### config.mk
export PLATFORM = sky130hd
export DESIGN_NAME = seed_block_encrypt_rounds
export DESIGN_NICKNAME = d
export VERILOG_FILES = /design/src/sv/seed_pkg.sv /design/src/sv/seed_ram.sv /design/src/sv/seed_block_encrypt_rounds.sv
export SDC_FILE = /design/constraint.sdc
export NUM_CORES = 2
export LEC_CHECK = 0
export BUFFER_PORTS_ARGS = -buffer_cell sky130_fd_sc_hd__buf_2
export CELL_PAD_IN_SITES_DETAIL_PLACEMENT = 0
export CELL_PAD_IN_SITES_GLOBAL_PLACEMENT = 2
export CORE_MARGIN = 2
export CORE_UTILIZATION = 40
export DETAILED_ROUTE_END_ITERATION = 10
export HOLD_SLACK_MARGIN = 0.1
export PLACE_DENSITY = 0.87
export SLEW_MARGIN = 10
export SYNTH_ARGS = -nofsm -noshare
export SYNTH_HDL_FRONTEND = slang
export SYNTH_SLANG_ARGS = --single-unit
### constraint.sdc
create_clock -name clk -period 11.4 [get_ports clk]
set_input_delay 0 -clock clk [delete_from_list [all_inputs] [get_ports clk]]
set_output_delay 0 -clock clk [all_outputs]
set_load 0.02 [all_outputs]
### src/sv/seed_pkg.sv
`timescale 1ns / 1ps
// ----------------------------------------------------------------------------
// seed_pkg
// shared constants, s-boxes and the g function of the seed cipher
// ----------------------------------------------------------------------------
package seed_pkg;

    localparam int ROUNDS      = 16;
    localparam int RND_W       = $clog2(ROUNDS);
    localparam int KEY_DEPTH   = 16;
    localparam int KEY_AW      = $clog2(KEY_DEPTH);
    localparam int RK_W        = 64;
    localparam logic [31:0] KC_INIT = 32'h9e3779b9;
    localparam logic [7:0]  M0 = 8'hfc;
    localparam logic [7:0]  M1 = 8'hf3;
    localparam logic [7:0]  M2 = 8'hcf;
    localparam logic [7:0]  M3 = 8'h3f;

    localparam logic [0:0] REG_KEY_HIGH = 1'b0;
    localparam logic [0:0] REG_KEY_LOW  = 1'b1;

    localparam logic [7:0] SBOX_ONE [256] = '{
        8'ha9,8'h85,8'hd6,8'hd3,8'h54,8'h1d,8'hac,8'h25,8'h5d,8'h43,8'h18,8'h1e,8'h51,8'hfc,8'hca,8'h63,
        8'h28,8'h44,8'h20,8'h9d,8'he0,8'he2,8'hc8,8'h17,8'ha5,8'h8f,8'h03,8'h7b,8'hbb,8'h13,8'hd2,8'hee,
        8'h70,8'h8c,8'h3f,8'ha8,8'h32,8'hdd,8'hf6,8'h74,8'hec,8'h95,8'h0b,8'h57,8'h5c,8'h5b,8'hbd,8'h01,
        8'h24,8'h1c,8'h73,8'h98,8'h10,8'hcc,8'hf2,8'hd9,8'h2c,8'he7,8'h72,8'h83,8'h9b,8'hd1,8'h86,8'hc9,
        8'h60,8'h50,8'ha3,8'heb,8'h0d,8'hb6,8'h9e,8'h4f,8'hb7,8'h5a,8'hc6,8'h78,8'ha6,8'h12,8'haf,8'hd5,
        8'h61,8'hc3,8'hb4,8'h41,8'h52,8'h7d,8'h8d,8'h08,8'h1f,8'h99,8'h00,8'h19,8'h04,8'h53,8'hf7,8'he1,
        8'hfd,8'h76,8'h2f,8'h27,8'hb0,8'h8b,8'h0e,8'hab,8'ha2,8'h6e,8'h93,8'h4d,8'h69,8'h7c,8'h09,8'h0a,
        8'hbf,8'hef,8'hf3,8'hc5,8'h87,8'h14,8'hfe,8'h64,8'hde,8'h2e,8'h4b,8'h1a,8'h06,8'h21,8'h6b,8'h66,
        8'h02,8'hf5,8'h92,8'h8a,8'h0c,8'hb3,8'h7e,8'hd0,8'h7a,8'h47,8'h96,8'he5,8'h26,8'h80,8'had,8'hdf,
        8'ha1,8'h30,8'h37,8'hae,8'h36,8'h15,8'h22,8'h38,8'hf4,8'ha7,8'h45,8'h4c,8'h81,8'he9,8'h84,8'h97,
        8'h35,8'hcb,8'hce,8'h3c,8'h71,8'h11,8'hc7,8'h89,8'h75,8'hfb,8'hda,8'hf8,8'h94,8'h59,8'h82,8'hc4,
        8'hff,8'h49,8'h39,8'h67,8'hc0,8'hcf,8'hd7,8'hb8,8'h0f,8'h8e,8'h42,8'h23,8'h91,8'h6c,8'hdb,8'ha4,
        8'h34,8'hf1,8'h48,8'hc2,8'h6f,8'h3d,8'h2d,8'h40,8'hbe,8'h3e,8'hbc,8'hc1,8'haa,8'hba,8'h4e,8'h55,
        8'h3b,8'hdc,8'h68,8'h7f,8'h9c,8'hd8,8'h4a,8'h56,8'h77,8'ha0,8'hed,8'h46,8'hb5,8'h2b,8'h65,8'hfa,
        8'he3,8'hb9,8'hb1,8'h9f,8'h5e,8'hf9,8'he6,8'hb2,8'h31,8'hea,8'h6d,8'h5f,8'he4,8'hf0,8'hcd,8'h88,
        8'h16,8'h3a,8'h58,8'hd4,8'h62,8'h29,8'h07,8'h33,8'he8,8'h1b,8'h05,8'h79,8'h90,8'h6a,8'h2a,8'h9a
    };

    localparam logic [7:0] SBOX_TWO [256] = '{
        8'h38,8'he8,8'h2d,8'ha6,8'hcf,8'hde,8'hb3,8'hb8,8'haf,8'h60,8'h55,8'hc7,8'h44,8'h6f,8'h6b,8'h5b,
        8'hc3,8'h62,8'h33,8'hb5,8'h29,8'ha0,8'he2,8'ha7,8'hd3,8'h91,8'h11,8'h06,8'h1c,8'hbc,8'h36,8'h4b,
        8'hef,8'h88,8'h6c,8'ha8,8'h17,8'hc4,8'h16,8'hf4,8'hc2,8'h45,8'he1,8'hd6,8'h3f,8'h3d,8'h8e,8'h98,
        8'h28,8'h4e,8'hf6,8'h3e,8'ha5,8'hf9,8'h0d,8'hdf,8'hd8,8'h2b,8'h66,8'h7a,8'h27,8'h2f,8'hf1,8'h72,
        8'h42,8'hd4,8'h41,8'hc0,8'h73,8'h67,8'hac,8'h8b,8'hf7,8'had,8'h80,8'h1f,8'hca,8'h2c,8'haa,8'h34,
        8'hd2,8'h0b,8'hee,8'he9,8'h5d,8'h94,8'h18,8'hf8,8'h57,8'hae,8'h08,8'hc5,8'h13,8'hcd,8'h86,8'hb9,
        8'hff,8'h7d,8'hc1,8'h31,8'hf5,8'h8a,8'h6a,8'hb1,8'hd1,8'h20,8'hd7,8'h02,8'h22,8'h04,8'h68,8'h71,
        8'h07,8'hdb,8'h9d,8'h99,8'h61,8'hbe,8'he6,8'h59,8'hdd,8'h51,8'h90,8'hdc,8'h9a,8'ha3,8'hab,8'hd0,
        8'h81,8'h0f,8'h47,8'h1a,8'he3,8'hec,8'h8d,8'hbf,8'h96,8'h7b,8'h5c,8'ha2,8'ha1,8'h63,8'h23,8'h4d,
        8'hc8,8'h9e,8'h9c,8'h3a,8'h0c,8'h2e,8'hba,8'h6e,8'h9f,8'h5a,8'hf2,8'h92,8'hf3,8'h49,8'h78,8'hcc,
        8'h15,8'hfb,8'h70,8'h75,8'h7f,8'h35,8'h10,8'h03,8'h64,8'h6d,8'hc6,8'h74,8'hd5,8'hb4,8'hea,8'h09,
        8'h76,8'h19,8'hfe,8'h40,8'h12,8'he0,8'hbd,8'h05,8'hfa,8'h01,8'hf0,8'h2a,8'h5e,8'ha9,8'h56,8'h43,
        8'h85,8'h14,8'h89,8'h9b,8'hb0,8'he5,8'h48,8'h79,8'h97,8'hfc,8'h1e,8'h82,8'h21,8'h8c,8'h1b,8'h5f,
        8'h77,8'h54,8'hb2,8'h1d,8'h25,8'h4f,8'h00,8'h46,8'hed,8'h58,8'h52,8'heb,8'h7e,8'hda,8'hc9,8'hfd,
        8'h30,8'h95,8'h65,8'h3c,8'hb6,8'he4,8'hbb,8'h7c,8'h0e,8'h50,8'h39,8'h26,8'h32,8'h84,8'h69,8'h93,
        8'h37,8'he7,8'h24,8'ha4,8'hcb,8'h53,8'h0a,8'h87,8'hd9,8'h4c,8'h83,8'h8f,8'hce,8'h3b,8'h4a,8'hb7
    };

    function automatic logic [31:0] seed_g(input logic [31:0] x);
        logic [7:0] b0;
        logic [7:0] b1;
        logic [7:0] b2;
        logic [7:0] b3;
        b0 = SBOX_ONE[x[7:0]];
        b1 = SBOX_TWO[x[15:8]];
        b2 = SBOX_ONE[x[23:16]];
        b3 = SBOX_TWO[x[31:24]];
        seed_g = {(b0 & M3) ^ (b1 & M0) ^ (b2 & M1) ^ (b3 & M2),
                  (b0 & M2) ^ (b1 & M3) ^ (b2 & M0) ^ (b3 & M1),
                  (b0 & M1) ^ (b1 & M2) ^ (b2 & M3) ^ (b3 & M0),
                  (b0 & M0) ^ (b1 & M1) ^ (b2 & M2) ^ (b3 & M3)};
    endfunction

endpackage

### src/sv/seed_ram.sv
`timescale 1ns / 1ps
// ----------------------------------------------------------------------------
// seed_ram
// generic single port ram with registered read
// ----------------------------------------------------------------------------
module seed_ram #(
    parameter int WIDTH = 64,
    parameter int DEPTH = 16
) (
    input  logic                     clk,
    input  logic                     wr_en,
    input  logic [$clog2(DEPTH)-1:0] addr,
    input  logic [WIDTH-1:0]         wr_data,
    output logic [WIDTH-1:0]         rd_data
);

    logic [WIDTH-1:0] mem [DEPTH];

    always_ff @(posedge clk)
    begin
        if (wr_en)
        begin
            mem[addr] <= wr_data;
        end
        rd_data <= mem[addr];
    end

endmodule

### src/sv/seed_block_encrypt_rounds.sv
`timescale 1ns / 1ps
// ----------------------------------------------------------------------------
// seed_block_encrypt_rounds
// seed 128-bit block encryption reporting every round state
// ----------------------------------------------------------------------------
// usage
//   request channel: plain_high/plain_low with in_valid/in_stall. a request is
//   taken when in_valid is high and in_stall low; in_stall stays high while a
//   block is being worked on.
//   result channel: round_number, block_high, block_low, final_round with
//   out_valid/out_stall; 16 results per request in round order, the last one
//   with final_round set and holding the ciphertext.
//   key port: cfg_valid/cfg_ready, cfg_index 0 = key_high, 1 = key_low.
//   written only while idle; other indexes are ignored.
// timing
//   one g unit is shared by everything. a round steps through a key read,
//   three g evaluations, then presenting the result. the first result
//   shows once the key read and the three g evaluations of round 0 are
//   done, and no new request is taken until the last result of a block has
//   been accepted. after a key write the next request first builds the 16
//   round keys, 2 g evaluations each.
// reset
//   rst_n clears the sequencer and marks the round keys stale; key registers
//   reset to zero. when out_stall is high the result is held and the
//   sequencer waits.
// ----------------------------------------------------------------------------
module seed_block_encrypt_rounds
    import seed_pkg::*;
(
    input  logic                 clk,
    input  logic                 rst_n,
    input  logic                 in_valid,
    output logic                 in_stall,
    input  logic [63:0]          plain_high,
    input  logic [63:0]          plain_low,
    output logic                 out_valid,
    input  logic                 out_stall,
    output logic [RND_W-1:0]     round_number,
    output logic [63:0]          block_high,
    output logic [63:0]          block_low,
    output logic                 final_round,
    input  logic                 cfg_valid,
    output logic                 cfg_ready,
    input  logic [0:0]           cfg_index,
    input  logic [63:0]          cfg_data
);

    typedef enum logic [7:0] {
        ST_IDLE = 8'b0000_0001,
        ST_KA   = 8'b0000_0010,
        ST_KB   = 8'b0000_0100,
        ST_RD   = 8'b0000_1000,
        ST_G1   = 8'b0001_0000,
        ST_G2   = 8'b0010_0000,
        ST_G3   = 8'b0100_0000,
        ST_OUT  = 8'b1000_0000
    } state_t;

    state_t             state_reg, state_next;
    logic [63:0]        key_high_reg, key_low_reg;
    logic               keys_current_reg;
    logic [RND_W-1:0]   rnd_reg;
    logic [31:0]        w0_reg, w1_reg, w2_reg, w3_reg, kc_reg;
    logic [31:0]        s0_reg, s1_reg, s2_reg, s3_reg;
    logic [31:0]        ck_reg, t0_reg, t1_reg, ka_reg;
    logic               out_valid_reg, final_reg;
    logic [RND_W-1:0]   out_rnd_reg;
    logic [63:0]        out_hi_reg, out_lo_reg;

    logic [31:0]        g_in, g_out;
    logic               ram_we;
    logic [RND_W-1:0]   ram_addr;
    logic [RK_W-1:0]    ram_rd;
    logic [31:0]        e_val, f_val;
    logic               last_rnd;

    assign g_out    = seed_g(g_in);
    assign last_rnd = (rnd_reg == RND_W'(ROUNDS - 1));
    assign e_val    = t0_reg + g_out;
    assign f_val    = g_out;

    always_comb
    begin
        case (state_reg)
            ST_KA:   g_in = w0_reg + w2_reg - kc_reg;
            ST_KB:   g_in = w1_reg - w3_reg + kc_reg;
            ST_G1:   g_in = s2_reg ^ s3_reg ^ ram_rd[63:32] ^ ram_rd[31:0];
            ST_G2:   g_in = t1_reg + ck_reg;
            ST_G3:   g_in = t1_reg + t0_reg;
            default: g_in = '0;
        endcase
    end

    assign ram_we   = (state_reg == ST_KB);
    assign ram_addr = rnd_reg;

    seed_ram #(.WIDTH(RK_W), .DEPTH(KEY_DEPTH)) u_rk_ram (
        .clk     (clk),
        .wr_en   (ram_we),
        .addr    (ram_addr),
        .wr_data ({ka_reg, g_out}),
        .rd_data (ram_rd)
    );

    assign in_stall  = (state_reg != ST_IDLE);
    assign cfg_ready = (state_reg == ST_IDLE);

    always_comb
    begin
        state_next = state_reg;
        case (state_reg)
            ST_IDLE: if (in_valid) state_next = keys_current_reg ? ST_RD : ST_KA;
            ST_KA:   state_next = ST_KB;
            ST_KB:   state_next = last_rnd ? ST_RD : ST_KA;
            ST_RD:   state_next = ST_G1;
            ST_G1:   state_next = ST_G2;
            ST_G2:   state_next = ST_G3;
            ST_G3:   state_next = ST_OUT;
            ST_OUT:  if (!out_stall) state_next = last_rnd ? ST_IDLE : ST_RD;
            default: state_next = ST_IDLE;
        endcase
    end

    always_ff @(posedge clk or negedge rst_n)
    begin
        if (!rst_n)
        begin
            state_reg        <= ST_IDLE;
            key_high_reg     <= '0;
            key_low_reg      <= '0;
            keys_current_reg <= 1'b0;
            rnd_reg          <= '0;
            out_valid_reg    <= 1'b0;
        end
        else
        begin
            state_reg <= state_next;
            if (cfg_valid && cfg_ready)
            begin
                case (cfg_index)
                    REG_KEY_HIGH: key_high_reg <= cfg_data;
                    REG_KEY_LOW:  key_low_reg  <= cfg_data;
                    default:      key_low_reg  <= key_low_reg;
                endcase
                keys_current_reg <= 1'b0;
            end
            if (state_reg == ST_IDLE && in_valid)
                rnd_reg <= '0;
            if (state_reg == ST_KB)
            begin
                rnd_reg <= rnd_reg + 1'b1;
                if (last_rnd)
                    keys_current_reg <= 1'b1;
            end
            if (out_valid_reg && !out_stall)
                out_valid_reg <= 1'b0;
            if (state_reg == ST_G3)
                out_valid_reg <= 1'b1;
            if (state_reg == ST_OUT && !out_stall)
                rnd_reg <= rnd_reg + 1'b1;
        end
    end

    always_ff @(posedge clk)
    begin
        case (state_reg)
            ST_IDLE:
            begin
                if (in_valid)
                begin
                    s0_reg <= plain_high[63:32];
                    s1_reg <= plain_high[31:0];
                    s2_reg <= plain_low[63:32];
                    s3_reg <= plain_low[31:0];
                    w0_reg <= key_high_reg[63:32];
                    w1_reg <= key_high_reg[31:0];
                    w2_reg <= key_low_reg[63:32];
                    w3_reg <= key_low_reg[31:0];
                    kc_reg <= KC_INIT;
                end
            end
            ST_KA: ka_reg <= g_out;
            ST_KB:
            begin
                if (!rnd_reg[0])
                begin
                    w0_reg <= {w1_reg[7:0], w0_reg[31:8]};
                    w1_reg <= {w0_reg[7:0], w1_reg[31:8]};
                end
                else
                begin
                    w2_reg <= {w2_reg[23:0], w3_reg[31:24]};
                    w3_reg <= {w3_reg[23:0], w2_reg[31:24]};
                end
                kc_reg <= {kc_reg[30:0], kc_reg[31]};
            end
            ST_G1:
            begin
                ck_reg <= s2_reg ^ ram_rd[63:32];
                t1_reg <= g_out;
            end
            ST_G2: t0_reg <= g_out;
            ST_G3:
            begin
                out_rnd_reg <= rnd_reg;
                if (!last_rnd)
                begin
                    s0_reg     <= s2_reg;
                    s1_reg     <= s3_reg;
                    s2_reg     <= e_val ^ s0_reg;
                    s3_reg     <= f_val ^ s1_reg;
                    out_hi_reg <= {s2_reg, s3_reg};
                    out_lo_reg <= {e_val ^ s0_reg, f_val ^ s1_reg};
                    final_reg  <= 1'b0;
                end
                else
                begin
                    s0_reg     <= s0_reg ^ e_val;
                    s1_reg     <= s1_reg ^ f_val;
                    out_hi_reg <= {s0_reg ^ e_val, s1_reg ^ f_val};
                    out_lo_reg <= {s2_reg, s3_reg};
                    final_reg  <= 1'b1;
                end
            end
            default: ;
        endcase
    end

    assign round_number = out_rnd_reg;
    assign block_high   = out_hi_reg;
    assign block_low    = out_lo_reg;
    assign final_round  = final_reg;
    assign out_valid    = out_valid_reg;

    a_state_onehot: assert property (@(posedge clk) disable iff (!rst_n)
        $onehot(state_reg));

    a_out_hold: assert property (@(posedge clk) disable iff (!rst_n)
        out_valid && out_stall |=> out_valid
            && $stable({round_number, block_high, block_low, final_round}));

    a_final_flag: assert property (@(posedge clk) disable iff (!rst_n)
        out_valid |-> final_round == (round_number == RND_W'(ROUNDS - 1)));

    a_idle_no_result: assert property (@(posedge clk) disable iff (!rst_n)
        cfg_ready |-> !out_valid);

endmodule
==> results.sh <==
export IMPL_crit_end="s0_reg[29]"
export IMPL_die_x_um=480.5
export IMPL_fin_util_pct=48.11
export IMPL_vias_per_cell=6.160
export IMPL_synth_compound_area_share_pct=12.50
export IMPL_overflow=0
export IMPL_synth_edff_count=1573
export IMPL_slew_violations=0
export IMPL_yosys_mux_area_fraction_pct=10.87
export IMPL_via_count=68235
export IMPL_cts_sinks=1779
export IMPL_synth_distinct_cells=128
export IMPL_cp_max_fo=46
export IMPL_cp_arrival_ns=11.62
export IMPL_r2r_slack_ns=0.41
export IMPL_nFillCells=19565
export IMPL_post_dp_hpwl_mm=251.8
export IMPL_min_from="in_valid"
export IMPL_start_util_pct=40.30
export IMPL_finalSetupViolCount=0
export IMPL_worstReg2RegStart="state_reg[1]"
export IMPL_r2r_cells=44
export IMPL_wl_per_cell_um=32.77
export IMPL_worstMarginPinSlew_ns=1.175
export IMPL_area_growth_pct=19.38
export IMPL_synth_xor_area_share_pct=3.291
export IMPL_cts_made_buffers=184
export IMPL_largest_reg_flops=1024
export IMPL_crit_path_end_kind="flop"
export IMPL_coreArea_mm2=0.2253
export IMPL_fin_crit_sh_pct=96.38
export IMPL_ys_seq_elements=1779
export IMPL_synth_nets=7539
export IMPL_ys_warn_count=0
export IMPL_synth_top_area_cell="edfxtp_1"
export IMPL_fin_crit_ns=10.99
export IMPL_crit_top_cell="a21o_1"
export IMPL_outcome="completed"
export IMPL_ys_seq_area_share_pct=57.34
export IMPL_synth_area_leaders="edfxtp_1 52%, mux4_2 7.9%, dfrtp_1 3.9%"
export IMPL_largest_register="u_rk_ram.mem"
export IMPL_portBuffers=333
export IMPL_grt_max_degree=141
export IMPL_clk_pin_slew_ns=0.06
export IMPL_clk_path_buf_depth=3
export IMPL_core_rowCount=174
export IMPL_nets=8369
export IMPL_grt_pass1_vias=67281
export IMPL_rr_endpoint="s0_reg[29]"
export IMPL_track_usage_pct=30.87
export IMPL_ant_nets=0
export IMPL_final_cell_mix="1573 x edfxtp_1, 849 x nand2_1, 428 x o21ai_0"
export IMPL_worstPathRequired_ns=12.04
export IMPL_first_pass_iters=6
export IMPL_synth_async_reset_ratio_pct=7.982
export IMPL_hp_class="in2reg"
export IMPL_insertion_delay_ns=0.89
export IMPL_final_common_cell="edfxtp_1"
export IMPL_grt_pass1_wl_mm=510.3
export IMPL_cp_start_kind="flop"
export IMPL_yosys_area_share_simple_pct=8.369
export IMPL_skew_ns=0.06180
export IMPL_rsz0062_at_grt="true"
export IMPL_synth_ff_type="edfxtp_1"
export IMPL_avgSynthCellArea_um2=12.83
export IMPL_antenna_found_initial=21
export IMPL_synth_top_family_by_area="compound AO/OA/AOI/OAI gates"
export IMPL_slowest_stage="and2_1"
export IMPL_drt_wl_total_mm=363.0
export IMPL_synth_top_area_share_pct=52.01
export IMPL_maxCapViolations=0
export IMPL_fmax_mhz=91.01
export IMPL_crit_path_start="state_reg[1]"
export IMPL_netlist_instances=7081
export IMPL_tritoncts="done"
export IMPL_drive_gt1_share_pct=21.85
export IMPL_syn_cell_area_mm2=0.09082
export IMPL_io_pin_count=334
export IMPL_worst_path_largest_cell_delay_ns=0.66
export IMPL_root_buffer="clkbuf_16"
export IMPL_gp_congestion=1.007
export IMPL_cts_htree_levels=4
export IMPL_drc=0
export IMPL_die_h_um=480.5
export IMPL_slew_headroom_pct=20.84
export IMPL_drt_iter0_drc=8794
export IMPL_path_class="reg2reg"
export IMPL_die_area_mm2=0.2309
export IMPL_hold_viol_final=0
export IMPL_synthAdderAreaFrac_pct=4.128
## what timing repair did
| item | CTS | global route |
|---|---|---|
| hold buffers | 371 | 0 |
| setup buffers | 0 | 12 |
| resized for setup | 1 | 44 |
| pin swaps | 0 | 6 |
| endpoints found under the hold margin | 408 | 0 |
| gates cloned | 0 | 1 |
| setup endpoints to repair | 1 | 45 |
## cell usage after synthesis (all sizes together) (17+ instances only)
cell type,instances
a2111oi,20
a211o,34
a211oi,117
a21o,60
a21oi,364
a221oi,41
a22oi,17
a311oi,41
a31oi,75
and2,23
and3,31
buf,195
clkbuf,276
dfrtp,141
dfxtp,64
edfxtp,1573
fa,66
ha,194
inv,312
mux2,196
mux2i,44
mux4,320
nand2,855
nand2b,28
nand3,116
nand4,26
nor2,352
nor3,136
nor4,26
o211ai,86
o21a,28
o21ai,474
o21bai,17
o221ai,36
o22ai,48
o311ai,48
o31ai,32
o32ai,20
or3,30
xnor2,175
xor2,109
## cell type report
| cell class | count | area (um2) | share of cell area, % |
|---|---|---|---|
| antenna | 12 | 30.03 | 0.02770 |
| clock buffer | 245 | 5016 | 4.627 |
| clock inverter | 104 | 1406 | 1.297 |
| inverter | 313 | 1190 | 1.098 |
| multi-input combinational | 4518 | 36150 | 33.35 |
| sequential | 1779 | 52090 | 48.04 |
| tap | 2992 | 3744 | 3.453 |
| timing repair buffer | 1115 | 8790 | 8.107 |
## worst min-delay path by stage
stage,end,depth (start not counted)
2_1_floorplan,key_high_reg[0],0
3_3_place_gp,out_valid,1
3_5_place_dp,key_low_reg[13],1
4_1_cts,state_reg[3],4
5_1_grt,s3_reg[29],4
6_report,state_reg[3],4
## routing by layer
| metal | vias to the layer above | GRT usage [%] | wire length [um] |
|---|---|---|---|
| met5 | - | 0 | 159 |
| met4 | 4 | 14.78 | 19860 |
| met3 | 735 | 5.263 | 28930 |
| met2 | 3743 | 49.50 | 171300 |
| met1 | 35046 | 40.77 | 142800 |
| li1 | 28707 | - | - |
## critical path: cells and delay by family, from the launching register on
family | cells | cell delay (ns)
adder cells (fa/ha/maj) | 2 | 0.60
AO/OA/AOI/OAI | 19 | 4.47
AND/OR/NAND/NOR | 13 | 2.85
XOR/XNOR | 3 | 0.53
multiplexers | 1 | 0.30
buffers and inverters | 6 | 1.51
flip-flops | 1 | 0.41
## through the flow
stage               TNS (ns)  cell area, um2  cells  worst slack (ns)  hold slack (ns)
global route        -0.02813          108400  11071          -0.02813           0.1396
CTS                        0          108100  11053            0.1135           0.1007
floorplan                  0           90820   7081            0.6602          -0.2956
global placement           0           97920  10333           0.07034           0.1095
finish                     0          108400  11078            0.4125           0.1438
detailed placement         0           97920  10333           0.03276           0.1230
## cell families (layout without fill, tap and decap cells)
| logic type | after synthesis | in the layout |
|---|---|---|
| AOI/OAI and AO/OA | 1695 | 1695 |
| xor gates and xnor gates | 302 | 302 |
| adders and majority gates | 260 | 260 |
| buffers and inverters | 784 | 1777 |
| DFF | 1779 | 1779 |
| muxes | 560 | 560 |
| other | 0 | 12 |
| and+or+nand+nor | 1701 | 1701 |
Power is left out: the tool's default activity adds up to more than one toggle a clock period on the data nets, which glitch-free logic cannot reach.
